**config.mk**
```make
export PLATFORM = sky130hd
export DESIGN_NAME = bounded_best_k_keeper_top
export DESIGN_NICKNAME = d
export VERILOG_FILES = /design/src/bbkk_pkg.sv /design/src/bbkk_datapath.sv /design/src/bbkk_ctrl.sv /design/src/bounded_best_k_keeper_top.sv
export SDC_FILE = /design/constraint.sdc
export NUM_CORES = 2
export LEC_CHECK = 0
export BUFFER_PORTS_ARGS = -buffer_cell sky130_fd_sc_hd__buf_4
export CAP_MARGIN = 30
export CORE_ASPECT_RATIO = 1.4
export CORE_MARGIN = 4
export CORE_UTILIZATION = 62
export DETAILED_ROUTE_END_ITERATION = 10
export PLACE_DENSITY = 0.82
export SLEW_MARGIN = 10
export SYNTH_ARGS = -nofsm -noshare
export SYNTH_HDL_FRONTEND = slang
export SYNTH_HIERARCHICAL = 1
export SYNTH_SLANG_ARGS = --single-unit
```
**constraint.sdc**
```tcl
create_clock -name clk -period 9.67 [get_ports clk]
set_input_delay 2.4175 -clock clk [delete_from_list [all_inputs] [get_ports clk]]
set_output_delay 2.4175 -clock clk [all_outputs]
set_load 0.02 [all_outputs]
```
**src/bbkk_pkg.sv**
```systemverilog
// ----------------------------------------------------------------------------
// bbkk_pkg
// shared types and constants of the bounded best-k keeper
// ----------------------------------------------------------------------------
package bbkk_pkg;

  localparam int SCORE_W = 32;
  localparam int TAG_W   = 32;
  localparam int RANK_W  = 4;
  localparam int COUNT_W = 5;
  localparam int CAP_W   = 5;

  // reset values of the configuration registers
  localparam logic [CAP_W-1:0]          CAP_RESET = 5'd16;
  localparam logic signed [SCORE_W-1:0] THR_RESET = 32'sh7FFF_FFFF;

  // item command codes
  localparam logic CMD_OFFER = 1'b0;
  localparam logic CMD_READ  = 1'b1;

  // configuration register indexes
  typedef enum logic {
    REG_CAPACITY  = 1'b0,
    REG_THRESHOLD = 1'b1
  } cfg_reg_t;

  // controller to datapath
  typedef struct packed {
    logic latch;     // take the input item into the item registers
    logic rd_rank;   // read the entry at the requested rank
    logic start;     // begin an insertion at the last kept position
    logic shift;     // move the entry just read one position down
    logic place;     // write the candidate at the current position
    logic load_out;  // load the result registers
  } dp_cmd_t;

  // datapath to controller
  typedef struct packed {
    logic in_read;   // the offered transaction is a read
    logic offer_ok;  // candidate beats the threshold
    logic n_zero;    // insertion starts at position zero
    logic sh_less;   // candidate beats the entry just read
    logic idx_one;   // current position is one
  } dp_status_t;

endpackage

```
**src/bbkk_datapath.sv**
```systemverilog
// ----------------------------------------------------------------------------
// bbkk_datapath
// entry memory, count, threshold, configuration and result registers
// ----------------------------------------------------------------------------
module bbkk_datapath
  import bbkk_pkg::*;
#(
  parameter int MAX_ENTRIES = 16
) (
  input  logic                      clk,
  input  logic                      rst,
  input  dp_cmd_t                   cmd,
  output dp_status_t                status,
  input  logic                      command,
  input  logic signed [SCORE_W-1:0] cand_score,
  input  logic [TAG_W-1:0]          cand_tag,
  input  logic [RANK_W-1:0]         read_rank,
  input  logic                      cfg_we,
  input  logic                      cfg_index,
  input  logic [31:0]               cfg_data,
  output logic                      accepted,
  output logic [COUNT_W-1:0]        stored_count,
  output logic signed [SCORE_W-1:0] threshold_now,
  output logic                      entry_valid,
  output logic signed [SCORE_W-1:0] entry_score,
  output logic [TAG_W-1:0]          entry_tag
);

  localparam int AW = (MAX_ENTRIES > 1) ? $clog2(MAX_ENTRIES) : 1;
  localparam int CW = $clog2(MAX_ENTRIES + 1);

  logic signed [SCORE_W-1:0] mem_score [MAX_ENTRIES];
  logic [TAG_W-1:0]          mem_tag   [MAX_ENTRIES];

  logic                      item_cmd;
  logic signed [SCORE_W-1:0] item_score;
  logic [TAG_W-1:0]          item_tag;
  logic [RANK_W-1:0]         item_rank;
  logic [CAP_W-1:0]          cap;
  logic signed [SCORE_W-1:0] thr;
  logic [CW-1:0]             held;
  logic [AW-1:0]             idx;
  logic [AW-1:0]             last_idx;
  logic                      acc;
  logic signed [SCORE_W-1:0] rd_score;
  logic [TAG_W-1:0]          rd_tag;

  logic [7:0]                cap8;
  logic [7:0]                eff8;
  logic [7:0]                held8;
  logic [7:0]                n8;
  logic [7:0]                rank8;
  logic [7:0]                item_rank8;
  logic                      full;
  logic [AW-1:0]             n_idx;
  logic                      rd_en;
  logic [AW-1:0]             rd_addr;
  logic                      wr_en;
  logic [AW-1:0]             wr_addr;
  logic signed [SCORE_W-1:0] wr_score;
  logic [TAG_W-1:0]          wr_tag;

  // effective capacity: zero counts as one, saturate at the built depth
  always_comb begin
    cap8  = {3'b000, cap};
    held8 = 8'(held);
    if (cap8 == 8'd0) begin
      eff8 = 8'd1;
    end else if (cap8 > 8'(MAX_ENTRIES)) begin
      eff8 = 8'(MAX_ENTRIES);
    end else begin
      eff8 = cap8;
    end
    full  = (held8 >= eff8);
    n8    = full ? (held8 - 8'd1) : held8;
    n_idx = n8[AW-1:0];
  end

  assign rank8      = {4'b0000, read_rank};
  assign item_rank8 = {4'b0000, item_rank};

  assign status.in_read  = (command == CMD_READ);
  assign status.offer_ok = (item_score < thr);
  assign status.n_zero   = (n8 == 8'd0);
  assign status.sh_less  = (item_score < rd_score);
  assign status.idx_one  = (idx == AW'(1));

  // read port select
  always_comb begin
    rd_en   = 1'b0;
    rd_addr = idx - AW'(2);
    if (cmd.rd_rank) begin
      rd_en   = 1'b1;
      rd_addr = rank8[AW-1:0];
    end else if (cmd.start) begin
      rd_en   = (n8 != 8'd0);
      rd_addr = n_idx - AW'(1);
    end else if (cmd.shift) begin
      rd_en   = (idx != AW'(1));
      rd_addr = idx - AW'(2);
    end
  end

  // write port: shifted entry or the candidate itself
  assign wr_en    = cmd.shift | cmd.place;
  assign wr_addr  = idx;
  assign wr_score = cmd.shift ? rd_score : item_score;
  assign wr_tag   = cmd.shift ? rd_tag : item_tag;

  always_ff @(posedge clk) begin
    if (wr_en) begin
      mem_score[wr_addr] <= wr_score;
      mem_tag[wr_addr]   <= wr_tag;
    end
    if (rd_en) begin
      rd_score <= mem_score[rd_addr];
      rd_tag   <= mem_tag[rd_addr];
    end
  end

  // control state
  always_ff @(posedge clk) begin
    if (rst) begin
      cap  <= CAP_RESET;
      thr  <= THR_RESET;
      held <= '0;
    end else begin
      if (cfg_we && cfg_index == REG_CAPACITY) begin
        cap <= cfg_data[CAP_W-1:0];
      end
      if (cfg_we && cfg_index == REG_THRESHOLD) begin
        thr <= cfg_data;
      end else if (wr_en && wr_addr == last_idx) begin
        // whatever lands in the last kept position is the new worst score
        thr <= wr_score;
      end
      if (cmd.start && !full) begin
        held <= held + CW'(1);
      end
    end
  end

  // item and position registers
  always_ff @(posedge clk) begin
    if (cmd.latch) begin
      item_cmd   <= command;
      item_score <= cand_score;
      item_tag   <= cand_tag;
      item_rank  <= read_rank;
      acc        <= 1'b0;
    end else if (cmd.start) begin
      acc <= 1'b1;
    end
    if (cmd.start) begin
      idx      <= n_idx;
      last_idx <= n_idx;
    end else if (cmd.shift) begin
      idx <= idx - AW'(1);
    end
  end

  // result registers
  always_ff @(posedge clk) begin
    if (cmd.load_out) begin
      accepted      <= acc;
      stored_count  <= held8[COUNT_W-1:0];
      threshold_now <= thr;
      if (item_cmd == CMD_READ && item_rank8 < held8) begin
        entry_valid <= 1'b1;
        entry_score <= rd_score;
        entry_tag   <= rd_tag;
      end else begin
        entry_valid <= 1'b0;
        entry_score <= '0;
        entry_tag   <= '0;
      end
    end
  end

endmodule

```
**src/bbkk_ctrl.sv**
```systemverilog
// ----------------------------------------------------------------------------
// bbkk_ctrl
// sequencer for offers, insertion shifts, reads and result hand-off
// ----------------------------------------------------------------------------
module bbkk_ctrl
  import bbkk_pkg::*;
(
  input  logic       clk,
  input  logic       rst,
  input  logic       in_valid,
  output logic       in_ready,
  output logic       out_valid,
  input  logic       out_ready,
  input  dp_status_t status,
  output dp_cmd_t    cmd
);

  typedef enum logic [4:0] {
    S_IDLE   = 5'b00001,
    S_CHECK  = 5'b00010,
    S_SHIFT  = 5'b00100,
    S_PLACE  = 5'b01000,
    S_RESULT = 5'b10000
  } state_t;

  state_t state;
  state_t state_next;
  logic   out_free;

  assign in_ready = (state == S_IDLE);
  assign out_free = !out_valid || out_ready;

  always_comb begin
    state_next = state;
    cmd        = '0;
    case (state)
      S_IDLE: begin
        if (in_valid) begin
          cmd.latch = 1'b1;
          if (status.in_read) begin
            cmd.rd_rank = 1'b1;
            state_next  = S_RESULT;
          end else begin
            state_next = S_CHECK;
          end
        end
      end
      S_CHECK: begin
        if (status.offer_ok) begin
          cmd.start  = 1'b1;
          state_next = status.n_zero ? S_PLACE : S_SHIFT;
        end else begin
          state_next = S_RESULT;
        end
      end
      S_SHIFT: begin
        if (status.sh_less) begin
          cmd.shift  = 1'b1;
          state_next = status.idx_one ? S_PLACE : S_SHIFT;
        end else begin
          cmd.place  = 1'b1;
          state_next = S_RESULT;
        end
      end
      S_PLACE: begin
        cmd.place  = 1'b1;
        state_next = S_RESULT;
      end
      S_RESULT: begin
        if (out_free) begin
          cmd.load_out = 1'b1;
          state_next   = S_IDLE;
        end
      end
      default: begin
        state_next = S_IDLE;
      end
    endcase
  end

  always_ff @(posedge clk) begin
    if (rst) begin
      state     <= S_IDLE;
      out_valid <= 1'b0;
    end else begin
      state <= state_next;
      if (cmd.load_out) begin
        out_valid <= 1'b1;
      end else if (out_ready) begin
        out_valid <= 1'b0;
      end
    end
  end

endmodule

```
**src/bounded_best_k_keeper_top.sv**
```systemverilog
// ----------------------------------------------------------------------------
// bounded_best_k_keeper_top
// keeps the lowest-score (score, tag) entries sorted best first, up to the
// configured capacity, and answers rank reads
// ----------------------------------------------------------------------------
//
//  channel  handshake               payload
//  -------  ----------------------  -------------------------------------------
//  in       in_valid / in_ready     command, cand_score, cand_tag, read_rank
//  out      out_valid / out_ready   accepted, stored_count, threshold_now,
//                                   entry_valid, entry_score, entry_tag
//  cfg      cfg_valid / cfg_ready   cfg_index, cfg_data
//
//  a read goes straight to the result, a rejected offer passes a check first,
//  and an accepted offer also moves each displaced entry down; the entry memory
//  has one write port, so insertion moves a single entry per cycle
//  rst is synchronous: count cleared, capacity 16, threshold at maximum
//  the result sits in an output register, so a new transaction is taken
//  while the previous result waits; only the final hand-off waits on out_ready
//  cfg_ready is always high; writes belong in idle time
//
module bounded_best_k_keeper_top
  import bbkk_pkg::*;
#(
  parameter int MAX_ENTRIES = 16
) (
  input  logic                      clk,
  input  logic                      rst,
  // input transaction
  input  logic                      in_valid,
  output logic                      in_ready,
  input  logic                      command,
  input  logic signed [SCORE_W-1:0] cand_score,
  input  logic [TAG_W-1:0]          cand_tag,
  input  logic [RANK_W-1:0]         read_rank,
  // result transaction
  output logic                      out_valid,
  input  logic                      out_ready,
  output logic                      accepted,
  output logic [COUNT_W-1:0]        stored_count,
  output logic signed [SCORE_W-1:0] threshold_now,
  output logic                      entry_valid,
  output logic signed [SCORE_W-1:0] entry_score,
  output logic [TAG_W-1:0]          entry_tag,
  // configuration writes
  input  logic                      cfg_valid,
  output logic                      cfg_ready,
  input  logic                      cfg_index,
  input  logic [31:0]               cfg_data
);

  dp_cmd_t    cmd;
  dp_status_t status;

  // configuration is always taken
  assign cfg_ready = 1'b1;

  // sequencer: walks the insertion from the last kept position upward
  bbkk_ctrl u_ctrl (
    .clk       (clk),
    .rst       (rst),
    .in_valid  (in_valid),
    .in_ready  (in_ready),
    .out_valid (out_valid),
    .out_ready (out_ready),
    .status    (status),
    .cmd       (cmd)
  );

  // entry memory, count, threshold and result registers
  bbkk_datapath #(
    .MAX_ENTRIES (MAX_ENTRIES)
  ) u_datapath (
    .clk           (clk),
    .rst           (rst),
    .cmd           (cmd),
    .status        (status),
    .command       (command),
    .cand_score    (cand_score),
    .cand_tag      (cand_tag),
    .read_rank     (read_rank),
    .cfg_we        (cfg_valid & cfg_ready),
    .cfg_index     (cfg_index),
    .cfg_data      (cfg_data),
    .accepted      (accepted),
    .stored_count  (stored_count),
    .threshold_now (threshold_now),
    .entry_valid   (entry_valid),
    .entry_score   (entry_score),
    .entry_tag     (entry_tag)
  );

endmodule

```
==> reports/metrics.csv <==
metric,value,unit
rows,129,
reg2reg_setup_slack,2.92,ns
synth_flop_cell,edfxtp_1,
timing.final.max_slew_violations,0,
power-per-cell-area,192,nW/um^2
postCtsSetupBuffers,0,
grt_antenna_before_repair,0,
power_frac_comb,6.5,%
dp_hpwl,68200,um
clock_sink_count,1317,
finalCritPeriodShare,69.8,%
fin_nets,3483,
syn-mean-instance-area,17.7,um^2
area_growth,11.9,%
cts_tree,yes,
ff2ff_path_depth,20,
drtAntennaViolNets,0,
cp.required,10.11,ns
async_reset_ff_share,0,%
clock_insertion_delay_at_the_later_pin_of_the_skew_report,0.72,ns
io_buffer_count,211,
start_util,62.3,%
maxClockFrequency,148,MHz
power.sequential.fraction,54.2,%
finalClockSkew,0.0358,ns
gp_congestion,0.841,
pwr-share-clk,39.2,%
hp-start,u_datapath/acc$_SDFFE_PP0P_,
clockRootBuffer,clkbuf_16,
setup_viol,0,
drtPass1Iterations,5,
globalRoute.totalOverflow,0,
intPower,9.28,mW
grtUsageTotal,27.1,%
holdBufCountCts,0,
cts-htree-levels,3,
drt_iter0_drc,3530,
ctsLongestPathBuffers,3,
design.die.area,93600,um^2
total_number_of_vias,30062,
hold_path_end,u_datapath/accepted$_DFFE_PP_,
drive_above_1_share,19.2,%
worst_r2r_endpoint,u_datapath/rd_score[9]$_DFFE_PP_,
final_core_util,69.7,%
synth_cells,3103,
ir_worst_vdd,0.138,mV
chipWidth,260,um
worst-path-max-fanout,129,
grt_first_pass_wirelength,191000,um
synthDistinctLibCells,62,
vias_per_cell,6.57,
fp.dieH,360,um
hold_depth,0,
rsz0062_at_grt,false,
outcome,completed,
switch_pwr,2.51,mW
cp-start-kind,register,
drc,0,
floorplan.io_pins,213,
placeableCoreArea,88300,um^2
crit-reg2reg-launch,u_datapath/item_score[25]$_DFFE_PP_,
first_global_vias,31598,
period_needed,6.75,ns
grt_max_degree,135,
routed_wl,128000,um
p_leak,21.9,nW
syn-num-nets,3290,
drv_cap,0,
synth.yosys.seq_area_share,71.0,%
timing.setup.tns,0,ns
cts_resized,0,
worst_setup_hold_path_clk_slew,0.06,ns
setup.worst_path.end_class,register,
synth_enable_flop_cells,1268,
synth-seq-cells,1317,
critical_path_arrival,7.19,ns
cts_inserted_buffers,116,
power.share.switching,21.3,%
ys_warn_count,6,
finalHoldViolCount,0,
synth.cell_area,55000,um^2
worstMarginPinSlew,1.22,ns
holdCritPathClass,reg -> reg,
wire_per_inst,28.0,um
crit_type,reg -> reg,
timing.slew.headroom,18.9,%
## cells by family (layout without fill, tap and decap cells)
family                   count (synthesis)  after routing  synth area share [%]
other                                    1              2               0.00682
buffers and inverters                  269            559                  2.28
flip-flops                            1317           1317                  71.0
multiplexers                           679            679                  15.4
AND/OR/NAND/NOR                        358            358                  3.75
XOR/XNOR                                16             16                 0.268
adder cells (fa/ha/maj)                 80             80                  1.82
AO/OA/AOI/OAI                          383            383                  5.48
## power by group through the flow
| stage | registers [mW] | logic [mW] | clock network [mW] |
|---|---|---|---|
| 2_1_floorplan | 6.50 | 0.533 | 0 |
| 3_3_place_gp | 6.51 | 0.719 | 0 |
| 3_5_place_dp | 6.52 | 0.760 | 0 |
| 4_1_cts | 6.40 | 0.767 | 4.69 |
| 5_1_grt | 6.40 | 0.831 | 4.92 |
| 6_report | 6.40 | 0.772 | 4.62 |
## critical path: stages, from the launching register on
cell and delay, ns:
edfxtp_1 0.44, ha_1 0.34, a21o_1 0.18, a21o_1 0.17
a21o_1 0.17, a21oi_1 0.13, o21ai_0 0.17, or3_1 0.41
o21ai_0 0.25, inv_1 0.12, nor3_4 0.60, mux2i_4 0.37
buf_12 0.80, nand2_1 0.25, and2_4 0.38, buf_4 0.46
and2_1 0.32, a211oi_1 0.31, a221oi_1 0.12, mux2i_1 0.29
mux2i_1 0.12
## state kept, by name, indices dropped and copies added (netlist names)
signal	flops
u_datapath/rd_score	32
u_datapath/idx	4
u_datapath/rd_tag	32
u_datapath/item_cmd	1
u_datapath/threshold_now	32
u_datapath/mem_tag	512
u_datapath/stored_count	5
u_datapath/accepted	1
u_ctrl/out_valid	1
u_datapath/item_rank	4
u_datapath/thr	32
u_datapath/entry_valid	1
u_datapath/mem_score	512
u_datapath/entry_tag	32
u_datapath/held	5
u_datapath/last_idx	4
u_datapath/entry_score	32
u_datapath/cap	5
u_ctrl/state	5
u_datapath/item_score	32
u_datapath/item_tag	32
u_datapath/acc	1
## cells in the final DEF, fill, tap and decap left out, types with 24 or more instances in the layout
master,Yosys,layout
clkbuf_1,77,29
a211o_1,33,33
a211oi_1,132,132
mux2i_1,487,486
and2_1,212,194
nor2_1,65,64
a21o_1,25,25
dfxtp_1,49,49
inv_1,82,82
a221oi_1,128,128
ha_1,80,80
edfxtp_1,1268,1268
buf_4,9,251
clkinv_1,0,24
mux4_2,128,128
clkbuf_16,0,117
mux2_2,64,64
## cell usage after synthesis (25+ instances only)
library cell  instances  area, um^2
a221oi_1            128        1120
nor2_1               65         244
a21o_1               25         188
inv_1                82         308
dfxtp_1              49         981
and2_1              212        1330
edfxtp_1           1268       38100
a211oi_1            132         991
clkbuf_1             77         289
buf_2                68         340
mux4_2              128        2880
ha_1                 80        1000
mux2i_1             487        4870
a211o_1              33         289
mux2_2               64         721
## layout make-up
class | instances | area [um^2]
inverter | 84 | 315
multi-input combinational | 1517 | 14800
antenna | 1 | 2.50
tap | 1179 | 1480
fill | 5216 | 26700
clock buffer | 146 | 3040
sequential | 1317 | 39100
clock inverter | 69 | 754
timing repair buffer | 260 | 2080
## worst max-delay path by stage
stage                     depth (start not counted)                                end                                 from
after floorplan                                   5   u_datapath/rd_score[0]$_DFFE_PP_                             in_valid
after global routing                             19    u_datapath/rd_tag[12]$_DFFE_PP_  u_datapath/item_score[25]$_DFFE_PP_
final                                            20   u_datapath/rd_score[9]$_DFFE_PP_  u_datapath/item_score[25]$_DFFE_PP_
after detailed placement                         18     u_datapath/rd_tag[2]$_DFFE_PP_  u_datapath/item_score[25]$_DFFE_PP_
after CTS                                        18     u_datapath/rd_tag[2]$_DFFE_PP_  u_datapath/item_score[25]$_DFFE_PP_
after global placement                           18  u_datapath/rd_score[17]$_DFFE_PP_  u_datapath/item_score[25]$_DFFE_PP_
## metal layers
metal  share of wire (%)  track usage [%]  up-vias
met5                   0                0        -
met4                 3.6             10.5        0
met3                 9.0             4.46      288
met2                  51             46.1     1650
met1                  36             35.3    15320
li1                    -                -    12804
## metrics by stage
step	hold WS, ns	setup WS, ns	instances	total power [mW]	area [um^2]
floorplan	0.409	1.54	3103	7.03	55000
global placement	0.426	2.82	4354	7.23	57700
detailed placement	0.440	2.68	4356	7.28	57700
CTS	0.456	2.63	4571	11.8	61500
global route	0.464	2.51	4572	12.2	61600
finish	0.451	2.92	4573	11.8	61600
(Power assumes the default switching activity.)
